[config.mk]
export PLATFORM = sky130hd
export DESIGN_NAME = rrah_norm_cell
export DESIGN_NICKNAME = d
export VERILOG_FILES = /design/src/design/rrah_pkg.sv /design/src/design/rrah_norm_cell.sv
export SDC_FILE = /design/constraint.sdc
export NUM_CORES = 1
export LEC_CHECK = 0
export ABC_AREA = 1
export BUFFER_PORTS_ARGS = -buffer_cell sky130_fd_sc_hd__buf_4
export CORE_MARGIN = 3
export CORE_UTILIZATION = 45
export CTS_CLUSTER_DIAMETER = 60
export DETAILED_ROUTE_END_ITERATION = 8
export MAX_ROUTING_LAYER = met4
export PLACE_DENSITY = 0.76
export SYNTH_ARGS = -nofsm -noshare
export SYNTH_HDL_FRONTEND = slang
export SYNTH_SLANG_ARGS = --single-unit
[constraint.sdc]
create_clock -name clock -period 7.7 [get_ports clock]
set_input_delay 0.77 -clock clock [delete_from_list [all_inputs] [get_ports clock]]
set_output_delay 0.77 -clock clock [all_outputs]
set_load 0.02 [all_outputs]
[src/design/rrah_pkg.sv]
`default_nettype none
package rrah_pkg;

   // normalized magnitudes sit in [2^(NORM_TOP-1), 2^NORM_TOP)
   localparam int NORM_TOP = 58;
   localparam int NORM_STEPS = 6;
   localparam int CORDIC_STEPS = 32;
   localparam int CX_W = 61;
   localparam int ACC_W = 43;
   localparam int REM_W = ACC_W;
   localparam int QUOT_W = 16;
   localparam int ANGLE_W = 15;
   localparam int ANGLE_LIMIT = 9000;

   // angle accumulator counts 1e-10 degree
   localparam logic signed [ACC_W-1:0] HALF_HUNDREDTH = 43'sd50000000;

   // one hundredth of a degree is 2^8 * 5^8 accumulator units; the 5^8 part
   // uses a rounded-up reciprocal, exact for any 32-bit dividend
   localparam int PRE_SHIFT = 8;
   localparam int DIV_IN_W = 32;
   localparam int RECIP_W = 33;
   localparam int RECIP_SHIFT = 51;
   localparam logic [RECIP_W-1:0] RECIP = 33'd5764607524;

   localparam logic signed [ACC_W-1:0] ATAN_TAB [CORDIC_STEPS] = '{
      43'sd450000000000, 43'sd265650511771, 43'sd140362434679, 43'sd71250163489,
      43'sd35763343750, 43'sd17899106082, 43'sd8951737102, 43'sd4476141709,
      43'sd2238105004, 43'sd1119056771, 43'sd559528919, 43'sd279764526,
      43'sd139882271, 43'sd69941137, 43'sd34970569, 43'sd17485284,
      43'sd8742642, 43'sd4371321, 43'sd2185661, 43'sd1092830,
      43'sd546415, 43'sd273208, 43'sd136604, 43'sd68302,
      43'sd34151, 43'sd17075, 43'sd8538, 43'sd4269,
      43'sd2134, 43'sd1067, 43'sd534, 43'sd267
   };

   typedef struct packed {
      logic bypass;
      logic bypass_max;
      logic degenerate;
      logic negate;
   } side_type;

   typedef struct packed {
      logic signed [CX_W-1:0] cx;
      logic signed [CX_W-1:0] cy;
      logic signed [ACC_W-1:0] acc;
   } cordic_type;

endpackage
`default_nettype wire

[src/design/rrah_norm_cell.sv]
`default_nettype none
module rrah_norm_cell #(
   parameter int W = 58,
   parameter int SHIFT = 1
) (
   input wire logic clock,
   input wire logic reset,
   input wire logic in_valid,
   output logic in_ready,
   input wire logic [W-1:0] in_x,
   input wire logic [W-1:0] in_y,
   input wire rrah_pkg::side_type in_side,
   output logic out_valid,
   input wire logic out_ready,
   output logic [W-1:0] out_x,
   output logic [W-1:0] out_y,
   output rrah_pkg::side_type out_side
);
   import rrah_pkg::*;

   logic [W-1:0] m;
   logic go_right, go_left;
   logic [W-1:0] x_in, y_in, x_ff, y_ff;
   side_type side_ff;
   logic valid_ff;
   logic adv;

   always_comb begin
      m = (in_x > in_y) ? in_x : in_y;
      go_right = (m >> (NORM_TOP - 1 + SHIFT)) != '0;
      go_left = (m >> (NORM_TOP - SHIFT)) == '0;
      if (go_right) begin
         x_in = in_x >> SHIFT;
         y_in = in_y >> SHIFT;
      end else if (go_left) begin
         x_in = in_x << SHIFT;
         y_in = in_y << SHIFT;
      end else begin
         x_in = in_x;
         y_in = in_y;
      end
   end

   assign adv = !valid_ff || out_ready;
   assign in_ready = adv;

   always_ff @(posedge clock) begin
      if (reset) begin
         valid_ff <= 1'b0;
      end else if (adv) begin
         valid_ff <= in_valid;
      end
   end

   always_ff @(posedge clock) begin
      if (adv && in_valid) begin
         x_ff <= x_in;
         y_ff <= y_in;
         side_ff <= in_side;
      end
   end

   assign out_valid = valid_ff;
   assign out_x = x_ff;
   assign out_y = y_ff;
   assign out_side = side_ff;

endmodule
`default_nettype wire

==> summary.txt <==
STA
  • Setup TNS: 0 ps
  • Max Slew Vio Count: 0
  • Clock skew: about 9.6 ps
  • Worst hold slack: 497.1 ps
  • Minimum clock period: 3565 ps
  • Worst-Margin Slew: 1217 ps
  • Relative slew slack: 0.1885
  • Worst Slack Setup Final: approximately 4100 ps
  • Unrepaired setup endpoints after global routing: no
  • Final setup viols: 0
  • Final Cycle Share: 0.4630
  • Maximum clock frequency: 280.5 MHz
  • Fin. Hold Viols: 0

Cells and area
  • # diodes: 0
  • Final net count: 1205
  • Area delta synth->final: 34.34%
  • Fraction of layout cells with a size suffix above 1: 0.2780
  • Finished Layout Cells: 1247

Die
  • # IOs: about 250
  • Rows: 45
  • Die Area: 17550 um2
  • Die extent in y: 132.5 um
  • Core Region: 15430 um2
  • Die width: about 130 um
  • Starting Density: 0.4665

Placement
  • I/O Buffers: approximately 250
  • GPL Wtd Cong: 0.7942
  • Hpwl dp: 13630 um
  • Place WS: 3747 ps
  • Placed instance count: 1215

Drt
  • Post-detailed-route count of antenna-violating nets: 0
  • WL final: 19990 um
  • WL/cell: roughly 16 um
  • Met3 WL post-DR: 1359 um
  • DRT Pass-1 Iters: 6
  • M1 WL: 8481 um
  • DRC: 0
  • Via count: 6527
  • Vias/cell: between 5 and 6
  • DRT iter0 DRCs: slightly above 600
  • Top Metal Used: met4
  • WL met2: 9779 um

Logic synthesis
  • Synth top area cells: edfxtp_1 50%, nand3_1 16%, ha_1 10%
  • Yosys top cell by area: edfxtp_1
  • Post-synthesis sequential area ratio: 0.5035
  • Flops & latches, synth: approximately 120
  • Share of flip-flops with an asynchronous set or reset: 0
  • Top_reg_cell synth: edfxtp_1
  • Count leader, synth: nand3_1
  • Synth cell types: 22
  • Cells after Synth: ~800
  • Most common library cells after synthesis: 232 x nand3_1, 192 x nand2_1, 120 x edfxtp_1
  • Post-Syn Area: 7197 um2
  • Yosys warns: 0
  • Post-synth EDFFs: 120
  • Synth Area per Inst: 8.963 um2
  • Syn Nets: about 990
  • Yosys top cell area share: 0.5007

Worst setup path
  • Reg2reg start: out_valid
  • Crit path max fanout: 58
  • Worst r2r path cells: 3
  • Flop-to-flop setup slack: ~5100 ps
  • Worst setup SP type: input pin
  • Critical path arrival: 3840 ps
  • Required @ worst endpoint: 7980 ps
  • Critical path class: in -> reg
  • Crit end category: flip-flop
  • Terminus of the critical flop-to-flop path: out_x[55]

Global routing
  • Initial antenna violation count: 0
  • Vias in the first global route: 6123
  • Wire length of the first global-routing pass: 31200 um
  • Global route overflow: 0
  • GRT Overall Usage: 0.2291
  • Largest net degree at the start of global routing: 115

Power and ir drop
  • Clock share of power: 0.383
  • Post-layout total power: 2.174 mW
  • Pleak: 4.860 nW
  • Seq pwr share: 0.383
  • Peak VDD IR: 142.7 uV
  • Sw Pwr: 0.6247 mW
  • Int Pwr: 1.549 mW
  • Comb power frac: 0.234
  • Sw Share: 0.2874
  • Pwr dens: 224.8 nW/um2

CTS
  • H-tree Lvls: 4
  • CTS Buffer Depth: 2
  • TritonCTS clock tree: built
  • Worst-path clk slew: roughly 60 ps
  • Post-CTS Repair Setup Buffers: 0
  • CTS buffer count: 17
  • # hold bufs at CTS: 0
  • # resized after CTS: 0
  • Clk sinks: about 120
  • Clk root buf: clkbuf_16
  • Skew-Pair Late Insertion Delay: ~420 ps

Job
  • Max-Cap Viols: 0

Outcome
  • Status: finished clean

Worst hold path
  • Hold Crit Depth: 2
  • Worst Hold Launch: reset
  • WHS Endpoint: out_valid
  • Worst Hold Class: in -> reg
-- critical path, stage by stage --
cell	delay [ps]
buf_4	100
inv_1	40
ha_1	270
nand2_1	60
nor2_1	130
nand2_1	80
inv_2	80
nand2_1	60
nor4_1	340
nand2_1	290
nand3_4	590
buf_4	620
nand3_1	190
nand2_1	140
-- per-layer routing --
layer	track usage	vias to the layer above
li1	-	3197
met1	0.2836	3034
met2	0.3761	270
met3	0.05551	26
met4	0.06640	0
met5	-	-
-- registers in the layout, summed over array words and instances, names as in the netlist --
register	cells
out_x	58
out_y	58
out_side	4
out_valid	1
-- through the flow --
stage | cell area, um2 | util
after CTS | 9668 | 0.6267
after floorplan | 7197 | -
after global placement | 9059 | 0.5872
after detailed placement | 9059 | 0.5872
after global routing | 9668 | 0.6267
final | 9668 | 0.6267
-- logic make-up after synthesis --
| family | synth area share |
|---|---|
| AO/OA/AOI/OAI | 0.02191 |
| adder cells (fa/ha/maj) | 0.1008 |
| buffers and inverters | 0.08623 |
| flip-flops | 0.5035 |
| AND/OR/NAND/NOR | 0.2876 |
-- layout by cell type, fill, tap and decap left out, types with 3 or more instances in the layout --
cell type,instances
o21ai_0,4
nor2_1,21
nand4_1,5
clkinv_2,5
ha_1,58
a21oi_1,22
clkinvlp_4,3
bufinv_16,4
a21o_1,3
nand2_1,192
clkbuf_16,17
buf_4,249
inv_1,85
nand3_1,232
edfxtp_1,120
-- how the worst max path moves through the flow --
stage                        to  depth (start not counted)      from
floorplan           out_side[0]                          2  in_valid
global placement      out_x[53]                         14  in_y[25]
detailed placement    out_x[51]                         14  in_y[25]
CTS                   out_x[51]                         14  in_y[25]
global route          out_x[51]                         12   in_y[9]
finish                out_x[51]                         14  in_y[25]
-- power groups by stage --
stage	clock network [mW]	registers, mW	logic [mW]
6_report	0.834	0.832	0.509
3_5_place_dp	0	0.845	0.508
3_3_place_gp	0	0.844	0.499
5_1_grt	0.872	0.838	0.560
2_1_floorplan	0	0.931	0.225
4_1_cts	0.844	0.832	0.511
-- final cells by class --
type	count	area, um2
clock inverter	14	180.2
inverter	86	322.8
multi-input combinational	548	2979
timing repair buffer	249	1869
sequential	121	3623
fill	1324	5759
tap	211	264.0
clock buffer	18	429.2
Note: power is estimated with default switching activity, not from simulation.
