### src/design/rrah_pkg.sv
`default_nettype none
package rrah_pkg;

   // normalized magnitudes sit in [2^(NORM_TOP-1), 2^NORM_TOP)
   localparam int NORM_TOP = 58;
   localparam int NORM_STEPS = 6;
   localparam int CORDIC_STEPS = 32;
   localparam int CX_W = 61;
   localparam int ACC_W = 43;
   localparam int REM_W = ACC_W;
   localparam int QUOT_W = 16;
   localparam int ANGLE_W = 15;
   localparam int ANGLE_LIMIT = 9000;

   // angle accumulator counts 1e-10 degree
   localparam logic signed [ACC_W-1:0] HALF_HUNDREDTH = 43'sd50000000;

   // one hundredth of a degree is 2^8 * 5^8 accumulator units; the 5^8 part
   // uses a rounded-up reciprocal, exact for any 32-bit dividend
   localparam int PRE_SHIFT = 8;
   localparam int DIV_IN_W = 32;
   localparam int RECIP_W = 33;
   localparam int RECIP_SHIFT = 51;
   localparam logic [RECIP_W-1:0] RECIP = 33'd5764607524;

   localparam logic signed [ACC_W-1:0] ATAN_TAB [CORDIC_STEPS] = '{
      43'sd450000000000, 43'sd265650511771, 43'sd140362434679, 43'sd71250163489,
      43'sd35763343750, 43'sd17899106082, 43'sd8951737102, 43'sd4476141709,
      43'sd2238105004, 43'sd1119056771, 43'sd559528919, 43'sd279764526,
      43'sd139882271, 43'sd69941137, 43'sd34970569, 43'sd17485284,
      43'sd8742642, 43'sd4371321, 43'sd2185661, 43'sd1092830,
      43'sd546415, 43'sd273208, 43'sd136604, 43'sd68302,
      43'sd34151, 43'sd17075, 43'sd8538, 43'sd4269,
      43'sd2134, 43'sd1067, 43'sd534, 43'sd267
   };

   typedef struct packed {
      logic bypass;
      logic bypass_max;
      logic degenerate;
      logic negate;
   } side_type;

   typedef struct packed {
      logic signed [CX_W-1:0] cx;
      logic signed [CX_W-1:0] cy;
      logic signed [ACC_W-1:0] acc;
   } cordic_type;

endpackage
`default_nettype wire

### src/design/rrah_div_cell.sv
`default_nettype none
module rrah_div_cell (
   input wire logic clock,
   input wire logic reset,
   input wire logic in_valid,
   output logic in_ready,
   input wire logic [rrah_pkg::REM_W-1:0] in_rem,
   input wire rrah_pkg::side_type in_side,
   output logic out_valid,
   input wire logic out_ready,
   output logic [rrah_pkg::QUOT_W-1:0] out_quot,
   output rrah_pkg::side_type out_side
);
   import rrah_pkg::*;

   localparam int PROD_W = DIV_IN_W + RECIP_W;

   logic too_big;
   logic [DIV_IN_W-1:0] scaled;
   logic [PROD_W-1:0] prod;
   logic [QUOT_W-1:0] quot_in, quot_ff;
   side_type side_ff;
   logic valid_ff;
   logic adv;

   // divide by one hundredth of a degree: drop 2^8, then multiply by 1/5^8
   always_comb begin
      too_big = in_rem[REM_W-1:PRE_SHIFT+DIV_IN_W] != '0;
      scaled = in_rem[PRE_SHIFT +: DIV_IN_W];
      prod = PROD_W'(scaled) * PROD_W'(RECIP);
      quot_in = too_big ? '1 : QUOT_W'(prod >> RECIP_SHIFT);
   end

   assign adv = !valid_ff || out_ready;
   assign in_ready = adv;

   always_ff @(posedge clock) begin
      if (reset) begin
         valid_ff <= 1'b0;
      end else if (adv) begin
         valid_ff <= in_valid;
      end
   end

   always_ff @(posedge clock) begin
      if (adv && in_valid) begin
         quot_ff <= quot_in;
         side_ff <= in_side;
      end
   end

   assign out_valid = valid_ff;
   assign out_quot = quot_ff;
   assign out_side = side_ff;

endmodule
`default_nettype wire

### config.mk
export PLATFORM = sky130hd
export DESIGN_NAME = rrah_div_cell
export DESIGN_NICKNAME = d
export VERILOG_FILES = /design/src/design/rrah_pkg.sv /design/src/design/rrah_div_cell.sv
export SDC_FILE = /design/constraint.sdc
export NUM_CORES = 1
export LEC_CHECK = 0
export ABC_AREA = 1
export BUFFER_PORTS_ARGS = -buffer_cell sky130_fd_sc_hd__buf_2
export CAP_MARGIN = 5
export CORE_MARGIN = 2
export CORE_UTILIZATION = 55
export CTS_CLUSTER_SIZE = 8
export DETAILED_ROUTE_END_ITERATION = 6
export PLACE_DENSITY = 0.76
export REMOVE_ABC_BUFFERS = 1
export SYNTH_ARGS = -nofsm -noshare
export SYNTH_HDL_FRONTEND = slang
export SYNTH_SLANG_ARGS = --single-unit
export TNS_END_PERCENT = 100
### constraint.sdc
create_clock -name clock -period 11.75 [get_ports clock]
set_input_delay 1.175 -clock clock [delete_from_list [all_inputs] [get_ports clock]]
set_output_delay 1.175 -clock clock [all_outputs]
set_load 0.005 [all_outputs]
==> results.json, run 1 <==
{
  "status": "finished, final reports clean",
  "min_from": "out_valid",
  "synth-seq-area-share_pct": 3.02,
  "htreeDepth": 1,
  "cts_root_buffer": "clkbuf_16",
  "grtUsageTotal_pct": 29.3,
  "clock_latency_ns": 0.26,
  "diodes": 0,
  "place_inst": 2841,
  "critPathArrivalTime_ns": 7.79,
  "cts_hold_buffers": 0,
  "first_pass_iters": 5,
  "setup_violations": 0,
  "dieHeight_um": 193,
  "hold_viol": 0,
  "max_freq_mhz": 128,
  "path_class": "in -> reg",
  "drive_above_1_share_pct": 4.11,
  "synth_area_um2": 19500,
  "cts_resized": 0,
  "post_cts_buffers": 0,
  "async_flop_share_pct": 0,
  "initial_core_util_pct": 55.4,
  "cp_num_buf_inv": 7,
  "path_clk_slew_ns": 0.06,
  "required_ns": 11.72,
  "synthCells": 2318,
  "min_period_over_period_pct": 66.5,
  "clk_path_buf_depth": 2,
  "grt_overflow": 0,
  "nets": 3244,
  "max_cap_violations": 0,
  "ios": 73,
  "critPathLaunch": "in_rem[28]",
  "viasPerCell": 5.09,
  "first_iter_violations": 989,
  "core_um2": 35300,
  "drv_slew": 0,
  "grt_max_degree": 20,
  "post-route-util_pct": 58.1,
  "max_stage_delay_ns": 0.57,
  "cts.sinks": 20,
  "finalWirelength_mm": 50.0,
  "synth-edff-count": 19,
  "syn_avg_cell_area_um2": 8.43,
  "crit_path_start_kind": "input port",
  "syn2layout_area_growth_pct": 5.03,
  "finalClockSkew_ns": 0.00451,
  "slew_headroom_pct": 27.0,
  "avgRoutedWirePerCell_um": 17.6,
  "worstPathMaxFanout": 11,
  "worstMarginPinSlew_ns": 1.09,
  "nFillCells": 3145,
  "critical_path.slowest_cell": "fa_1",
  "timing.hold.ws_ns": 0.536,
  "cts_tree": "built",
  "hold_path_class": "reg -> reg",
  "place_congestion": 0.964,
  "yosysWarnings": 0,
  "path_delay_family": "adder cells",
  "grt_pass1_wl_mm": 82.6,
  "finalSetupTns_ns": 0,
  "hpwl_mm": 45.2,
  "first_global_vias": 16100,
  "synth.distinct_cells": 26,
  "final_cells": 2845,
  "antenna_left": 0,
  "drc": 0,
  "vias": 14500,
  "place.port_buffers": 64,
  "antenna_found_initial": 0,
  "min_period_ns": 7.82,
  "cts_made_buffers": 3,
  "die-area_um2": 37100,
  "die_w_um": 193,
  "cp_common_cell": "fa_1",
  "ys_ff_latch": 20,
  "rsz0062_at_grt": "no",
  "rows": 69,
  "r2r-start": "out_valid",
  "synth-main-ff-cell": "edfxtp_1",
  "worst_setup_path_end_kind": "flip-flop"
}
## area by class of cell
type | instances | area [um2] | area share, %
tap | 461 | 577 | 2.81
sequential | 20 | 591 | 2.88
clock buffer | 4 | 88.8 | 0.433
inverter | 831 | 3120 | 15.2
multi-input combinational | 1465 | 15800 | 77.1
timing repair buffer | 64 | 320 | 1.56
## cells in the final DEF (no fill, tap or decap), drive strengths merged
cell	instances
inv	831
ha	417
nand2	411
fa	391
nor2	109
buf	64
nand3	51
a21oi	46
edfxtp	19
nor3	11
o21ai	7
nand4	6
o21bai	5
and3	4
clkbuf	4
nand3b	2
xor2	2
xnor2	2
nor4	1
dfxtp	1
## tightest hold or removal path, delay by kind of cell, from the launching register on
kind             cells  cell delay [ns]
AND/OR/NAND/NOR      1             0.10
AO/OA/AOI/OAI        1             0.07
flip-flops           1             0.33
## synth_stat cells (3+ instances only)
master / count / area, um2
nand3_1: 50 / 250
nor3_2: 4 / 40.0
nand2_1: 403 / 1510
edfxtp_1: 19 / 571
and3_1: 4 / 25.0
nor2_4: 3 / 33.8
o21ai_0: 6 / 30.0
a21oi_1: 46 / 230
inv_1: 831 / 3120
ha_1: 417 / 5220
nor3_1: 7 / 35.0
nor2_1: 94 / 353
o21bai_1: 5 / 37.5
nand2_2: 8 / 50.1
nand4_1: 6 / 37.5
fa_1: 391 / 7830
nor2_2: 12 / 75.1
## registers in the layout, indices dropped and copies added, names as in the netlist
name	count
out_quot	15
out_side	4
out_valid	1
## cells by family (layout without fill, tap and decap cells)
kind of cell | Yosys count | after routing | synth area share (%)
flops | 20 | 20 | 3.02
xor+xnor | 4 | 4 | 0.179
compound gates | 58 | 58 | 1.55
fa+ha+maj | 808 | 808 | 66.7
buf+inv | 833 | 899 | 16.0
simple gates | 595 | 595 | 12.5
## metal layers
layer | global-route usage [%] | part of all wire [%]
met5 | 0 | 0
met4 | 10.1 | 4.4
met3 | 2.15 | 5.3
met2 | 51.7 | 48
met1 | 38.2 | 42
## final timing paths
check / endpoint / slack [ns] / cells after the start
worst min-delay path: out_valid / 0.54 / 2
worst max-delay path: out_quot[13] / 3.93 / 25
worst min register to register: out_valid / 0.54 / 2
worst max register to register: out_quot[2] / 10.25 / 1
## through the flow
step / worst slack (ns) / instance area [um2]
3_5_place_dp: 3.72 / 20400
6_report: 3.93 / 20500
2_1_floorplan: 5.00 / 19500
5_1_grt: 3.64 / 20500
4_1_cts: 3.98 / 20500
3_3_place_gp: 3.81 / 20400
Power of run 1 is not shown: default switching activity piles up to over one toggle a cycle in this logic, so the estimate is an artifact.
==> inputs of run 2 (changes only) <==
- ABC_AREA: 1 -> 0
- clock period: 11.75 -> 7.5 ns (I/O delays scaled with it)
==> run 2 against run 1 <==
Effect of this change:
- synthesized area is 7.7% lower
- worst setup slack worse by 3.7 ns
- design area is 5.0% lower
- sequential share of layout area is 0.15 points higher
- largest cell class unchanged
- synthesized cell count is 22% lower
- wire length is 10% lower
- flip-flop and latch count stayed put
- critical path type unchanged
- first-iteration DRC count is 26% lower
- utilization is 1.9 points higher
==> results.json, run 2 <==
{
  "die_w_um": 185,
  "vias": 12700,
  "die-area_um2": 34300,
  "synthTopCellsByArea": "fa_1 43%, ha_1 29%, inv_1 14%",
  "grtUsageTotal_pct": 28.3,
  "synth.distinct_cells": 65,
  "worst_setup_path_end_kind": "flip-flop",
  "largest_reg_flops": 15,
  "rsz0062_at_grt": "no",
  "place_congestion": 1.01,
  "hpwl_mm": 41.8,
  "path_clk_slew_ns": 0.06,
  "critPathArrivalTime_ns": 7.40,
  "drv_slew": 0,
  "syn2layout_area_growth_pct": 8.04,
  "synthCells": 1807,
  "final_cell_mix": "656 x inv_1, 417 x ha_1, 390 x fa_1, 65 x buf_4, 62 x buf_2",
  "required_ns": 7.60,
  "slew_headroom_pct": 42.5,
  "clock_latency_ns": 0.25,
  "status": "finished, final reports clean",
  "finalWirelength_mm": 45.0,
  "setup_violations": 0,
  "min_from": "out_valid",
  "antenna_left": 0,
  "async_flop_share_pct": 0,
  "ios": 73,
  "synth_area_um2": 18000,
  "yosysMostFrequentCell": "inv_1",
  "diodes": 0,
  "r2r-start": "out_valid",
  "drc": 0,
  "synth-seq-area-share_pct": 3.27,
  "grt_max_degree": 20,
  "yosysTopAreaCellShare_pct": 43.4,
  "cts.sinks": 20,
  "min_period_ns": 7.30,
  "synth-main-ff-cell": "edfxtp_1",
  "syn_avg_cell_area_um2": 9.99,
  "initial_core_util_pct": 55.6,
  "nets": 2794,
  "seq_area_um2": 591,
  "crit_path_start_kind": "input port",
  "synth-edff-count": 19,
  "cts_tree": "built",
  "first_pass_iters": 5,
  "max_cap_violations": 0,
  "yosys.area.top_type": "fa_1",
  "hold_path_class": "reg -> reg",
  "avgRoutedWirePerCell_um": 18.9,
  "htreeDepth": 1,
  "hold_viol": 0,
  "critPathLaunch": "in_rem[29]",
  "cts_made_buffers": 3,
  "antenna_found_initial": 0,
  "multi_input_area_um2": 15000,
  "dieHeight_um": 185,
  "finalClockSkew_ns": 0.00355,
  "clk_path_buf_depth": 2,
  "min_period_over_period_pct": 97.3,
  "cts_root_buffer": "clkbuf_16",
  "grt_overflow": 0,
  "first_iter_violations": 734,
  "viasPerCell": 5.36,
  "nFillCells": 2706,
  "worstPathMaxFanout": 6,
  "first_global_vias": 14200,
  "yosysWarnings": 0,
  "core_um2": 32500,
  "worstMarginPinSlew_ns": 0.862,
  "synth_common_cells": "656 x inv_1, 417 x ha_1, 391 x fa_1",
  "mostFrequentLayoutCell": "inv_1",
  "rows": 66,
  "drive_above_1_share_pct": 8.17,
  "place.port_buffers": 64,
  "timing.hold.ws_ns": 0.523,
  "path_class": "in -> reg",
  "max_freq_mhz": 137,
  "ys_ff_latch": 20,
  "grt_pass1_wl_mm": 73.2
}
run 2: cell types whose count changed after synthesis, moves of 10 or more:
| cell | before | now |
|---|---|---|
| o21ai_0 | 6 | 28 |
| a21o_1 | 0 | 14 |
| nand2_1 | 403 | 47 |
| nor2_2 | 12 | 0 |
| nor2_1 | 94 | 22 |
| a21oi_1 | 46 | 57 |
| inv_1 | 831 | 656 |
| o211ai_1 | 0 | 10 |
| nand3_1 | 50 | 16 |
run 2: final timing paths:
| kind | slack (ns) | depth (start not counted) | end |
|---|---|---|---|
| hold / removal | 0.52 | 2 | out_valid |
| setup / recovery | 0.20 | 24 | out_quot[10] |
| setup reg to reg | 6.01 | 2 | out_quot[12] |
| hold reg to reg | 0.52 | 2 | out_valid |
run 2: routing by layer:
layer | vias up | global-route usage [%] | routed length [um]
li1 | 5800 | - | -
met1 | 6383 | 35.8 | 17800
met2 | 420 | 48.3 | 22000
met3 | 131 | 4.54 | 2870
met4 | 0 | 11.9 | 2400
met5 | - | 0 | 0
run 2: logic make-up after synthesis:
| logic type | Yosys count | synth area share [%] |
|---|---|---|
| AO/OA/AOI/OAI | 166 | 5.95 |
| XOR/XNOR | 8 | 0.388 |
| adder cells (fa/ha/maj) | 808 | 72.3 |
| buffers and inverters | 662 | 13.9 |
| flip-flops | 20 | 3.27 |
| multiplexers | 2 | 0.111 |
| AND/OR/NAND/NOR | 141 | 4.13 |
run 2: critical path, cell delays in order:
cell and delay [ns]:
clkbuf_4 0.19, inv_1 0.09, fa_1 0.51, inv_1 0.07, fa_1 0.48, inv_1 0.07
fa_1 0.45, fa_1 0.55, inv_1 0.05, fa_1 0.56, fa_1 0.43, fa_1 0.50
inv_1 0.06, fa_2 0.59, inv_1 0.08, ha_1 0.31, and4_4 0.20, and3_1 0.20
nand4_1 0.11, o2111ai_1 0.17, a211o_2 0.40, o21a_2 0.24, a21oi_2 0.13, mux2i_1 0.19
run 2: final cells by class:
type	instances	area share, %
Inverter	656	12.6
Sequential cell	20	3.03
Tap cell	442	2.84
Timing Repair Buffer	129	4.17
Multi-Input combinational cell	1125	76.8
Clock buffer	3	0.385
Clock inverter	1	0.154
run 2: repair_timing:
action / in CTS / in global routing
buffers inserted: 0 / 1
setup endpoints to repair: 0 / 8
resized for setup: 0 / 9
hold buffers: 0 / 0
run 2: per-stage QoR:
stage / utilization [%] / cells / setup TNS (ns) / cell area (um2) / setup slack, ns
2_1_floorplan: - / 1801 / 0 / 18000 / 0.628
3_3_place_gp: 59.7 / 2371 / 0 / 19400 / 0.00508
3_5_place_dp: 59.7 / 2371 / -0.169 / 19400 / -0.0486
4_1_cts: 60.0 / 2375 / 0 / 19500 / 0.172
5_1_grt: 60.1 / 2376 / 0 / 19500 / 0.00285
6_report: 60.1 / 2376 / 0 / 19500 / 0.201
Power of run 2 is left out for the same reason.
==> inputs of run 3 (changes only) <==
- CORE_UTILIZATION: 55 -> 65
- PLACE_DENSITY: 0.76 -> 0.87
==> run 3 against run 2 <==
Effect of this change:
- wire length is 5.2% higher
- utilization is 11 points higher
- register-to-register slack better by 0.03 ns
- cell count is 3.4% lower
- first-iteration DRC count is 37% higher
- design area is 0.67% lower
- via count is 3.4% higher
- non-clock buffer count is 11 lower
- critical path depth is 1 higher
- critical path type unchanged
- critical endpoint is now out_quot[9]
==> results.json, run 3 (same netlist as run 2, synthesis figures left out) <==
{
  "drive_above_1_share_pct": 7.96,
  "drc": 0,
  "final_cell_area_um2": 19400,
  "min_from": "out_valid",
  "max_freq_mhz": 136,
  "grt_max_degree": 20,
  "whs_endpoint": "out_valid",
  "drv_slew": 0,
  "final_cell_mix": "654 x inv_1, 417 x ha_1, 390 x fa_1, 62 x buf_2, 57 x a21oi_1",
  "path_clk_slew_ns": 0.06,
  "required_ns": 7.49,
  "cts_made_buffers": 3,
  "first_pass_iters": 6,
  "min_period_over_period_pct": 98.1,
  "max_stage_delay_ns": 0.59,
  "grt_pass1_wl_mm": 75.8,
  "nFillCells": 1852,
  "htreeDepth": 1,
  "die_w_um": 171,
  "dieHeight_um": 171,
  "cp_common_cell": "fa_1",
  "reg2regPathDepth": 2,
  "cts_root_buffer": "clkbuf_16",
  "diodes": 0,
  "crit_path_start_kind": "input port",
  "worstMarginPinSlew_ns": 0.839,
  "place_congestion": 1.06,
  "vias": 13200,
  "r2r_slack_ns": 6.04,
  "min_period_ns": 7.36,
  "max_cap_violations": 0,
  "finalClockSkew_ns": 0.00487,
  "hold_viol": 0,
  "worst_setup_path_end_kind": "flip-flop",
  "first_iter_violations": 1008,
  "syn2layout_area_growth_pct": 7.31,
  "core_um2": 27100,
  "viasPerCell": 5.74,
  "grt_overflow": 0,
  "first_global_vias": 15000,
  "critical_path.slowest_cell": "fa_1",
  "finalWirelength_mm": 47.3,
  "timing.rr.end": "out_quot[8]",
  "hpwl_mm": 43.1,
  "cts.sinks": 20,
  "place.port_buffers": 64,
  "worstPathMaxFanout": 7,
  "hold_path_class": "reg -> reg",
  "clk_path_buf_depth": 2,
  "antenna_found_initial": 1,
  "slew_headroom_pct": 44.1,
  "setup_violations": 0,
  "die-area_um2": 29100,
  "clock_latency_ns": 0.25,
  "critPathArrivalTime_ns": 7.35,
  "nets": 2783,
  "path_class": "in -> reg",
  "path_delay_family": "adder cells",
  "ios": 73,
  "r2r-start": "out_valid",
  "avgRoutedWirePerCell_um": 20.6,
  "initial_core_util_pct": 66.6,
  "largest_reg_flops": 15,
  "placed_area_um2": 19200,
  "cts_tree": "built",
  "status": "finished, final reports clean",
  "min_path_cells": 2,
  "mostFrequentLayoutCell": "inv_1",
  "cp_num_buf_inv": 8,
  "antenna_left": 0,
  "rows": 60,
  "grtUsageTotal_pct": 34.5
}
## run 3: cell types whose count changed in the layout (fill, tap and decap cells not counted), moves of 2 or more
cell,delta
buf_4,-13
inv_1,-2
inv_2,+2
o2111ai_1,-2
o2111ai_2,+2
## run 3: tightest hold or removal path, delay by kind of cell, from the launching register on
kind | cells | cell delay (ns)
AND/OR/NAND/NOR | 1 | 0.09
AO/OA/AOI/OAI | 1 | 0.07
flip-flops | 1 | 0.30
## run 3: worst max path at each step
stage | cells after the start | start | endpoint
detailed placement | 22 | in_rem[27] | out_quot[9]
global placement | 24 | in_rem[28] | out_quot[11]
global route | 24 | in_rem[30] | out_quot[9]
CTS | 23 | in_rem[27] | out_quot[13]
floorplan | 23 | in_rem[28] | out_quot[6]
finish | 25 | in_rem[23] | out_quot[9]
## run 3: what timing repair did
action | in CTS | in global routing
hold buffers | 0 | 0
setup endpoints to repair | 0 | 10
resized for setup | 0 | 14
endpoints found under the hold margin | 0 | 0
buffers inserted | 0 | 3
## run 3: metal layers
layer / vias to the layer above / global-route usage [%] / wire (um)
met5: - / 0 / 0
met4: 0 / 20.2 / 3400
met3: 192 / 5.41 / 3680
met2: 607 / 59.5 / 23500
met1: 6597 / 41.0 / 16700
li1: 5777 / - / -
## run 3: layout make-up
type,instances,area (um2),share of cell area (%)
clock inverter,1,30.0,0.155
clock buffer,3,75.1,0.388
multi-input combinational,1125,15000,77.4
timing repair buffer,118,747,3.86
inverter,656,2460,12.7
sequential,20,591,3.05
tap,372,465,2.40
## run 3: per-stage QoR
step	std cells	hold slack, ns	setup TNS, ns	utilization [%]	setup slack (ns)
4_1_cts	2292	0.500	0	71.2	0.176
2_1_floorplan	1801	0.522	0	-	0.628
3_5_place_dp	2288	0.490	-0.120	70.8	-0.0465
6_report	2295	0.501	0	71.5	0.142
5_1_grt	2295	0.568	-0.0647	71.5	-0.0494
3_3_place_gp	2288	0.481	0	70.8	0.0939
Power of run 3 is left out for the same reason.
